File: src/ale_pkg.sv
// Shared field widths, operation codes and status codes of the array list engine.
// No dependencies; the engine and the testbench import this package.
`timescale 1ns / 1ps

package ale_pkg;

    localparam int OP_W   = 2;
    localparam int VAL_W  = 32;
    localparam int POS_W  = 8;
    localparam int ST_W   = 3;
    localparam int FPOS_W = 7;
    localparam int CNT_W  = 8;

    localparam logic [OP_W-1:0] OP_INSERT = 2'd0;
    localparam logic [OP_W-1:0] OP_DELETE = 2'd1;
    localparam logic [OP_W-1:0] OP_SEARCH = 2'd2;
    localparam logic [OP_W-1:0] OP_CLEAR  = 2'd3;

    localparam logic [ST_W-1:0] STAT_OK     = 3'd0;
    localparam logic [ST_W-1:0] STAT_FULL   = 3'd1;
    localparam logic [ST_W-1:0] STAT_BADPOS = 3'd2;
    localparam logic [ST_W-1:0] STAT_EMPTY  = 3'd3;
    localparam logic [ST_W-1:0] STAT_MISS   = 3'd4;

endpackage

File: src/array_list_engine.sv
// Array list engine top level: command sequencer, count and result register.
// Depends on ale_pkg and ale_ram.
`timescale 1ns / 1ps

// Usage:
//   Input channel (in_valid/in_ready) carries one command beat: op, insert_value,
//   position, search_key. Output channel (out_valid/out_ready) returns one
//   result beat per command: status, found_position, entry_count.
//   Commands run one at a time; in_ready is high only while the sequencer idles.
//   All moves and compares go through the single read and write port of the
//   entry store, one entry per cycle, with registered read data.
//   Clear, rejected commands, search of an empty list and delete of the last
//   entry go straight to the result; insert at the end writes the value at once;
//   insert at p shifts entries p to n-1 up by one, from the top down, then
//   writes the value at p; delete at p shifts entries p+1 to n-1 down by one;
//   search reads entries from 0 upward and stops at the first match or after
//   the last entry.
//   A finished result waits in the output register while the next command is
//   taken; if the receiver still stalls when that one finishes, the sequencer
//   holds until the output register frees. Reset empties the list; the store
//   needs no clearing pass.
module array_list_engine #(
    parameter int DEPTH = 128
) (
    input  logic                        clk,
    input  logic                        rst_n,
    input  logic                        in_valid,
    output logic                        in_ready,
    input  logic [ale_pkg::OP_W-1:0]    op,
    input  logic signed [ale_pkg::VAL_W-1:0] insert_value,
    input  logic [ale_pkg::POS_W-1:0]   position,
    input  logic signed [ale_pkg::VAL_W-1:0] search_key,
    output logic                        out_valid,
    input  logic                        out_ready,
    output logic [ale_pkg::ST_W-1:0]    status,
    output logic [ale_pkg::FPOS_W-1:0]  found_position,
    output logic [ale_pkg::CNT_W-1:0]   entry_count
);

    import ale_pkg::*;

    localparam int AW = (DEPTH > 1) ? $clog2(DEPTH) : 1;
    localparam int CW = $clog2(DEPTH + 1);
    localparam int XW = (CW > POS_W) ? CW : POS_W;

    typedef enum logic [2:0] {
        S_IDLE,
        S_SHIFT,
        S_PUT,
        S_SRCH,
        S_DONE
    } state_t;

    state_t            state_reg, state_next;
    logic [CW-1:0]     count_reg, count_next;
    logic              issuing_reg, issuing_next;
    logic              pend_reg, pend_next;
    logic [AW-1:0]     rd_ptr_reg, rd_ptr_next;
    logic [AW-1:0]     rd_last_reg, rd_last_next;
    logic [AW-1:0]     end_ptr_reg, end_ptr_next;
    logic [AW-1:0]     put_ptr_reg, put_ptr_next;
    logic              shift_up_reg, shift_up_next;
    logic [VAL_W-1:0]  value_reg, value_next;
    logic [VAL_W-1:0]  key_reg, key_next;
    logic [ST_W-1:0]   stat_reg, stat_next;
    logic [AW-1:0]     found_reg, found_next;
    logic              out_valid_reg, out_valid_next;
    logic [ST_W-1:0]   out_stat_reg, out_stat_next;
    logic [FPOS_W-1:0] out_found_reg, out_found_next;
    logic [CNT_W-1:0]  out_count_reg, out_count_next;

    logic              mem_wr_en;
    logic [AW-1:0]     mem_wr_addr;
    logic [VAL_W-1:0]  mem_wr_data;
    logic              mem_rd_en;
    logic [VAL_W-1:0]  mem_rd_data;

    logic              accept;
    logic [XW-1:0]     pos_x;
    logic [XW-1:0]     count_x;
    logic [XW-1:0]     found_x;
    logic [CW-1:0]     cnt_m1;
    logic [AW-1:0]     pos_a;

    assign accept  = in_valid && in_ready;
    assign pos_x   = XW'(position);
    assign count_x = XW'(count_reg);
    assign found_x = XW'(found_reg);
    assign cnt_m1  = count_reg - CW'(1);
    assign pos_a   = pos_x[AW-1:0];

    ale_ram #(
        .DEPTH(DEPTH),
        .WIDTH(VAL_W)
    ) u_ram (
        .clk    (clk),
        .wr_en  (mem_wr_en),
        .wr_addr(mem_wr_addr),
        .wr_data(mem_wr_data),
        .rd_en  (mem_rd_en),
        .rd_addr(rd_ptr_reg),
        .rd_data(mem_rd_data)
    );

    always_comb
    begin
        state_next     = state_reg;
        count_next     = count_reg;
        issuing_next   = issuing_reg;
        pend_next      = pend_reg;
        rd_ptr_next    = rd_ptr_reg;
        rd_last_next   = rd_last_reg;
        end_ptr_next   = end_ptr_reg;
        put_ptr_next   = put_ptr_reg;
        shift_up_next  = shift_up_reg;
        value_next     = value_reg;
        key_next       = key_reg;
        stat_next      = stat_reg;
        found_next     = found_reg;
        out_valid_next = out_valid_reg;
        out_stat_next  = out_stat_reg;
        out_found_next = out_found_reg;
        out_count_next = out_count_reg;
        mem_wr_en      = 1'b0;
        mem_wr_addr    = shift_up_reg ? (rd_last_reg + AW'(1)) : (rd_last_reg - AW'(1));
        mem_wr_data    = mem_rd_data;
        mem_rd_en      = 1'b0;

        if (out_valid_reg && out_ready)
        begin
            out_valid_next = 1'b0;
        end

        case (state_reg)
            S_IDLE:
            begin
                if (accept)
                begin
                    value_next   = insert_value;
                    key_next     = search_key;
                    put_ptr_next = pos_a;
                    found_next   = '0;
                    stat_next    = STAT_OK;
                    pend_next    = 1'b0;
                    issuing_next = 1'b1;
                    state_next   = S_DONE;
                    case (op)
                        OP_INSERT:
                        begin
                            shift_up_next = 1'b1;
                            if (count_x == XW'(DEPTH))
                            begin
                                stat_next = STAT_FULL;
                            end
                            else if (pos_x > count_x)
                            begin
                                stat_next = STAT_BADPOS;
                            end
                            else
                            begin
                                count_next = count_reg + CW'(1);
                                if (pos_x == count_x)
                                begin
                                    state_next = S_PUT;
                                end
                                else
                                begin
                                    rd_ptr_next  = cnt_m1[AW-1:0];
                                    end_ptr_next = pos_a;
                                    state_next   = S_SHIFT;
                                end
                            end
                        end
                        OP_DELETE:
                        begin
                            shift_up_next = 1'b0;
                            if (count_reg == '0)
                            begin
                                stat_next = STAT_EMPTY;
                            end
                            else if (pos_x >= count_x)
                            begin
                                stat_next = STAT_BADPOS;
                            end
                            else
                            begin
                                count_next = cnt_m1;
                                if (pos_x != XW'(cnt_m1))
                                begin
                                    rd_ptr_next  = pos_a + AW'(1);
                                    end_ptr_next = cnt_m1[AW-1:0];
                                    state_next   = S_SHIFT;
                                end
                            end
                        end
                        OP_SEARCH:
                        begin
                            shift_up_next = 1'b0;
                            if (count_reg == '0)
                            begin
                                stat_next = STAT_MISS;
                            end
                            else
                            begin
                                rd_ptr_next  = '0;
                                end_ptr_next = cnt_m1[AW-1:0];
                                state_next   = S_SRCH;
                            end
                        end
                        default:
                        begin
                            count_next = '0;
                        end
                    endcase
                end
            end

            S_SHIFT, S_SRCH:
            begin
                if (issuing_reg)
                begin
                    mem_rd_en    = 1'b1;
                    rd_last_next = rd_ptr_reg;
                    pend_next    = 1'b1;
                    if (rd_ptr_reg == end_ptr_reg)
                    begin
                        issuing_next = 1'b0;
                    end
                    else
                    begin
                        rd_ptr_next = shift_up_reg ? (rd_ptr_reg - AW'(1))
                                                   : (rd_ptr_reg + AW'(1));
                    end
                end
                else
                begin
                    pend_next = 1'b0;
                end

                if (state_reg == S_SHIFT)
                begin
                    mem_wr_en = pend_reg;
                    if (!issuing_reg && pend_reg)
                    begin
                        state_next = shift_up_reg ? S_PUT : S_DONE;
                    end
                end
                else if (pend_reg && (mem_rd_data == key_reg))
                begin
                    found_next   = rd_last_reg;
                    issuing_next = 1'b0;
                    pend_next    = 1'b0;
                    state_next   = S_DONE;
                end
                else if (!issuing_reg && pend_reg)
                begin
                    stat_next  = STAT_MISS;
                    state_next = S_DONE;
                end
            end

            S_PUT:
            begin
                mem_wr_en   = 1'b1;
                mem_wr_addr = put_ptr_reg;
                mem_wr_data = value_reg;
                state_next  = S_DONE;
            end

            S_DONE:
            begin
                if (!out_valid_reg || out_ready)
                begin
                    out_valid_next = 1'b1;
                    out_stat_next  = stat_reg;
                    out_found_next = found_x[FPOS_W-1:0];
                    out_count_next = count_x[CNT_W-1:0];
                    state_next     = S_IDLE;
                end
            end

            default:
            begin
                state_next = S_IDLE;
            end
        endcase
    end

    always_ff @(posedge clk or negedge rst_n)
    begin
        if (!rst_n)
        begin
            state_reg     <= S_IDLE;
            count_reg     <= '0;
            issuing_reg   <= 1'b0;
            pend_reg      <= 1'b0;
            out_valid_reg <= 1'b0;
            out_stat_reg  <= '0;
            out_found_reg <= '0;
            out_count_reg <= '0;
        end
        else
        begin
            state_reg     <= state_next;
            count_reg     <= count_next;
            issuing_reg   <= issuing_next;
            pend_reg      <= pend_next;
            out_valid_reg <= out_valid_next;
            out_stat_reg  <= out_stat_next;
            out_found_reg <= out_found_next;
            out_count_reg <= out_count_next;
        end
    end

    always_ff @(posedge clk)
    begin
        rd_ptr_reg    <= rd_ptr_next;
        rd_last_reg   <= rd_last_next;
        end_ptr_reg   <= end_ptr_next;
        put_ptr_reg   <= put_ptr_next;
        shift_up_reg  <= shift_up_next;
        value_reg     <= value_next;
        key_reg       <= key_next;
        stat_reg      <= stat_next;
        found_reg     <= found_next;
    end

    assign in_ready       = (state_reg == S_IDLE);
    assign out_valid      = out_valid_reg;
    assign status         = out_stat_reg;
    assign found_position = out_found_reg;
    assign entry_count    = out_count_reg;

`ifndef ASSERT_OFF
    a_count_bound: assert property (@(posedge clk) disable iff (!rst_n)
        count_x <= XW'(DEPTH))
        else $error("entry count above depth");

    a_count_hold: assert property (@(posedge clk) disable iff (!rst_n)
        !accept |=> (count_reg == $past(count_reg)))
        else $error("entry count changed without a command beat");

    a_no_idle_write: assert property (@(posedge clk) disable iff (!rst_n)
        (state_reg == S_IDLE || state_reg == S_DONE) |-> !mem_wr_en)
        else $error("store written outside a command");

    a_found_zero: assert property (@(posedge clk) disable iff (!rst_n)
        (out_valid_reg && out_stat_reg != STAT_OK) |-> (out_found_reg == '0))
        else $error("found position set on a failed command");
`endif

endmodule

File: src/ale_ram.sv
// Single write port, single read port entry store with registered read data.
// No dependencies.
`timescale 1ns / 1ps

module ale_ram #(
    parameter int DEPTH = 128,
    parameter int WIDTH = 32,
    localparam int AW = (DEPTH > 1) ? $clog2(DEPTH) : 1
) (
    input  logic             clk,
    input  logic             wr_en,
    input  logic [AW-1:0]    wr_addr,
    input  logic [WIDTH-1:0] wr_data,
    input  logic             rd_en,
    input  logic [AW-1:0]    rd_addr,
    output logic [WIDTH-1:0] rd_data
);

    logic [WIDTH-1:0] mem [DEPTH];

    always_ff @(posedge clk)
    begin
        if (wr_en)
        begin
            mem[wr_addr] <= wr_data;
        end
    end

    always_ff @(posedge clk)
    begin
        if (rd_en)
        begin
            rd_data <= mem[rd_addr];
        end
    end

endmodule

File: config.mk
export PLATFORM = sky130hd
export DESIGN_NAME = array_list_engine
export DESIGN_NICKNAME = d
export VERILOG_FILES = /design/src/ale_pkg.sv /design/src/array_list_engine.sv /design/src/ale_ram.sv
export SDC_FILE = /design/constraint.sdc
export NUM_CORES = 2
export LEC_CHECK = 0
export BUFFER_PORTS_ARGS = -buffer_cell sky130_fd_sc_hd__buf_4
export CORE_ASPECT_RATIO = 1.25
export CORE_UTILIZATION = 41
export DETAILED_ROUTE_END_ITERATION = 10
export HOLD_SLACK_MARGIN = 0.03
export PLACE_DENSITY = 0.65
export SLEW_MARGIN = 20
export SYNTH_ARGS = -nofsm -noshare
export SYNTH_HDL_FRONTEND = slang
export SYNTH_SLANG_ARGS = --single-unit
export TNS_END_PERCENT = 50
File: constraint.sdc
create_clock -name clk -period 5.4 [get_ports clk]
set_input_delay 0.54 -clock clk [delete_from_list [all_inputs] [get_ports clk]]
set_output_delay 0.54 -clock clk [all_outputs]
set_load 0.005 [all_outputs]
# After elaboration in Yosys (flattened, before gate mapping)
# Memory sizes are Yosys's and may differ from the RTL's. A register that Yosys moved wholly into a read port is not among the register bits.
# Index checks and enable logic that the tools add are counted.
# word_totals
register_bits	135
latch_bits	0
ram_bits	4096
romBits	0
input_bits	78
output_inout_bits	20
wordCells	169
memories	1
# op_classes
n_addsub	7
multipliers	0
div_mod_pow	0
n_lt_le_gt_ge	2
eq_ne	36
shift	0
n_mux	79
n_bitwise	1
reduce_logical	26
# memory_table
name	depth	width	read_ports	rd_ports_with_merged_regs	write_ports	line_no	text
u_ram.mem	128	32	1	1	1	ale_ram.sv:19	logic [WIDTH-1:0] mem [DEPTH];
# ops
cell	count
$mux W7	23
$mux W3	17
$pmux W7 S3	2
$eq A32 B32 Y1	1
$mux W32	1
$mux W8	4
$ne A2 B2 Y1 const B	14
$pmux W7 S2	2
$ne A3 B3 Y1 const B	9
$pmux W8 S3	1
$add A7 B1 Y7 const B	3
$pmux W3 S3	2
$mux W1	16
$sub A7 B1 Y7 const B	2
$pmux W3 S4	1
$reduce_and A12 Y1	1
$mux W2	5
$reduce_and A10 Y1	1
$add A8 B1 Y8 const B	1
$eq A8 B8 Y1	1
$eq A8 B8 Y1 const B	1
$ge A8 B8 Y1	1
$gt A8 B8 Y1	1
$logic_not A8 Y1	1
26 further kinds	40

# Logic depth before layout (Yosys ltp)
# logic_depth
ltp_word	8
ltp_mapped	13
depth_no_buf	8

# Modules after synthesis
# From an unflattened synthesis, not the netlist that was laid out.
# unflattened
hier_cells	6566
hier_area_um2	163615.7
# by_module_without_submodules
mod	instances	cells_each	area_per_inst_um2	seq_area_each_um2
ale_ram	1	5990	156567.7	123958.9
array_list_engine	1	576	7048.0	3893.7

# Worst setup path after synthesis
# No wires, ideal clock.
# synth_timing
path_type	flip-flop to flip-flop
from	reg shift_up_reg
to	mem u_ram.mem[100][0], enable pin
setup_ps	461
t_arrival_ps	4846
t_required_ps	4939
path_slack_ps	93
path_stages_with_launch	11
path_buffers	2
period_less_slack_ps	5307
cell_sequence	edfxtp_1 -> inv_1 -> ha_1 -> nor2b_1 -> o21a_1 -> o211a_1 -> o311a_1 -> or3_1 -> buf_2 -> buf_2 -> nor3_1
# synth_via
elab_chain_cells	2
# synth_rtl
item	line_no	text
start, declared	array_list_engine.sv:62	logic shift_up_reg, shift_up_next;
start signal, assigned	array_list_engine.sv:321	shift_up_reg <= shift_up_next;
$mux W7	array_list_engine.sv:125	mem_wr_addr = shift_up_reg ? (rd_last_reg + AW'(1)) : (rd_last_reg - AW'(1));
$mux W7	array_list_engine.sv:134	case (state_reg)
end, declared	ale_ram.sv:19	
# Every way passes these cells.

# Worst setup path in the final report
# layout_timing
from	reg shift_up_reg
to	mem u_ram.mem[87][25], enable pin
# Same word-level chain as after synthesis.

==> metrics <==
status=complete, no violations; FP Rows=259; FF-to-FF Start=shift_up_reg; Slowest-stage cell, CP=o41ai_2; post-DP HPWL=286.9 mm; Most flops, register=u_ram.mem; Largest register FFs=4096; Peak VDD IR=0.5452 mV; initial antenna violation count=39; drt drc=0; Reg2Reg Depth=9; nets=8058; Post-synth top flop=edfxtp_1; Yosys warning count=0; Final Hold Fails=0; drt initial violations=10920; Worst Path Class, Setup=flip-flop to flip-flop; fraction of registers with async set/reset=0.7506%; Die X=568.2 um; setup slack, reg-to-reg=0.79 ns; fmax=0.2169 GHz; setup ws final=0.7897 ns; period utilization=85.38%; crit end category=flip-flop; core area=0.3986 mm2; clock root cell=clkbuf_16; crit path cell chain=inv_1 -> ha_1 -> nor2b_1 -> o21a_1 -> o21a_1 -> o41ai_2 -> nand2_1 -> nor3_2 -> buf_4; Top cell by count, worst path=o21a_1; setup TNS=0 ns; CP max FO=32; post-cts resize count=0; Hold Path Class=input port to flip-flop; share of cells above drive strength 1=28.37%; Mean Syn Cell Area=22.16 um2; Reg clk slew, reported paths=0.06 ns; drt total wl=462.9 mm; synthesized area=0.1643 mm2; clk_skew=0.06146 ns; crit path launch type=flip-flop; Final min period=4.610 ns; CP startpoint=shift_up_reg; clock buffers created by TritonCTS=416; Critical Path End=u_ram.mem[87][25]; setup violators final=0; Syn Inst Count=7415; GRT Total Usage=22.68%; Netlist cell types=67; area delta synth->final=14.40%; later-pin clock latency in the skew report=0.98 ns; final core occ=47.16%; max-slew violations=0; arrival time at the worst endpoint=5.20 ns; Die ar.=0.4033 mm2; Max-slew headroom=15.08%; total number of vias=82040; Worst-Margin Slew=1.265 ns; io pins=98; Die Y-Extent=709.8 um; RD Place Congestion=0.9623; vias in the first global route=81490; Via density=6.064; worst slack at placement=0.9262 ns; Antenna Nets Post-Route=0; power per cell area=568.0 mW/mm2; Clock Path Buffers=4; DR pass1 iterations=5; largest net degree at the start of global routing=129; Critical R2R Capture=u_ram.mem[87][25]; total gr overflow=0; initial core utilization=41.23%; Seq/Total Area, Yosys=77.81%; post-DR wirelength/cell=34.22 um; CTS tree=built; Leakage=58.69 nW; syn nets=7520; Critical Path RT=5.99 ns; maxcap violations=0; Port Buf Inserts=97; global-route wire length before repair=640.3 mm; number of synthesized flops with an enable pin=4231; Synth Register Bits=4263; fill count=32120; Clock Sinks=4263; H-tree levels=5; max incr delay on CP=0.85 ns; RSZ-0062 raised after global routing=no
report_power, final:
group	internal [mW]	switching (mW)	leakage, nW
Combinational	10.8	23.8	13.8
Sequential	43.3	0.795	38.5
Clock	15.7	12.3	6.36
Total	69.8	37.0	58.7
placed cells by master, fill, tap and decap left out, types with 35 or more instances in the layout:
cell type and count:
a21oi_1 56, a31oi_1 35, and3_1 99, buf_12 41
buf_4 432, clkbuf_1 78, clkbuf_16 422, clkinv_1 106
clkinv_2 80, dlygate4sd3_1 75, edfxtp_1 4231, mux4_2 1088
nand2_1 174, nand3_1 112, nand3b_1 37, nand4_1 79
nor2_1 39, nor2b_1 165, nor3_1 43, nor3_2 98
nor4_1 44, o21ai_0 38, o22ai_1 137, o31ai_1 38
or3_1 38, xnor2_1 48
cells by family (layout without fill, tap and decap cells):
group,Yosys count,after routing,share of synthesized area [%]
xor+xnor,63,63,0.3442
buf+inv,455,1331,1.277
compound gates,456,456,1.900
flops,4263,4263,77.81
fa+ha+maj,27,27,0.2147
other cells,0,17,0
mux,1108,1108,15.04
simple gates,1043,1043,3.417
synthesized netlist by cell type (all sizes together) (8+ instances only):
| master | count | area, um2 |
|---|---|---|
| nand2b | 9 | 56.30 |
| mux4 | 1088 | 24500 |
| a21oi | 56 | 280.3 |
| o31ai | 38 | 285.3 |
| o41ai | 8 | 70.07 |
| nor4 | 45 | 281.5 |
| xor2 | 13 | 113.9 |
| or3 | 40 | 250.2 |
| o21ai | 42 | 210.2 |
| a211o | 33 | 289.0 |
| a22o | 33 | 289.0 |
| clkbuf | 220 | 825.8 |
| nor2 | 72 | 270.3 |
| inv | 27 | 101.3 |
| o22ai | 137 | 857.1 |
| buf | 208 | 1171 |
| edfxtp | 4231 | 127100 |
| mux2 | 11 | 123.9 |
| ha | 25 | 312.8 |
| nand3b | 37 | 277.8 |
| a31oi | 35 | 219.0 |
| a2111oi | 33 | 289.0 |
| mux2i | 9 | 90.09 |
| and3 | 99 | 619.3 |
| and2 | 9 | 56.31 |
| nand4 | 79 | 494.2 |
| xnor2 | 49 | 429.2 |
| dfrtp | 32 | 800.8 |
| nor3 | 141 | 705.7 |
| nand3 | 112 | 560.5 |
| nand2 | 206 | 773.2 |
| nor2b | 168 | 1051 |
worst min path at each step:
stage	start	end	cells past startpoint
global placement	stat_reg[0]	status[0]	1
finish	op[1]	stat_reg[0]	3
floorplan	rst_n	count_reg[0]	0
detailed placement	stat_reg[1]	status[1]	1
global route	op[1]	stat_reg[0]	3
CTS	op[1]	stat_reg[0]	3
critical path: cells and delay by family (launching register included):
family	cells	cell delay, ns
buffers and inverters	2	0.75
adders and majority gates	1	0.38
and+or+nand+nor	3	1.22
DFF	1	0.56
AOI/OAI and AO/OA	3	1.29
through the flow:
| stage | power (mW) | std cells | hold slack [ns] | instance area [um2] |
|---|---|---|---|---|
| finish | 106.8 | 13530 | 0.2368 | 188000 |
| global route | 109.2 | 13510 | 0.2403 | 188000 |
| CTS | 106.9 | 13510 | 0.1685 | 187900 |
| detailed placement | 79.19 | 12680 | 0.4697 | 174100 |
| global placement | 78.41 | 12680 | 0.4721 | 174100 |
| floorplan | 63.42 | 7415 | 0.2444 | 164300 |
final cells by class:
type | instances | area, um2 | area share [%]
Tap cell | 5220 | 6531 | 3.474
Clock buffer | 500 | 10850 | 5.773
Sequential cell | 4263 | 127900 | 68.01
Timing Repair Buffer | 548 | 4815 | 2.561
Antenna cell | 17 | 42.54 | 0.02263
Multi-Input combinational cell | 2697 | 35620 | 18.95
Inverter | 27 | 103.9 | 0.05524
Clock inverter | 256 | 2177 | 1.158
metal layers:
layer | GRT usage, % | vias to the layer above | wire length, um
li1 | - | 32560 | -
met1 | 27.83 | 43850 | 160400
met2 | 36.99 | 4646 | 225200
met3 | 4.333 | 972 | 42460
met4 | 14.68 | 14 | 34590
met5 | 0 | - | 247
what timing repair did:
action / in CTS / in global routing
hold endpoints to repair: 112 / 0
hold buffers: 76 / 0
buffers inserted: 0 / 0
No activity file was read; power rests on OpenSTA's default activity.
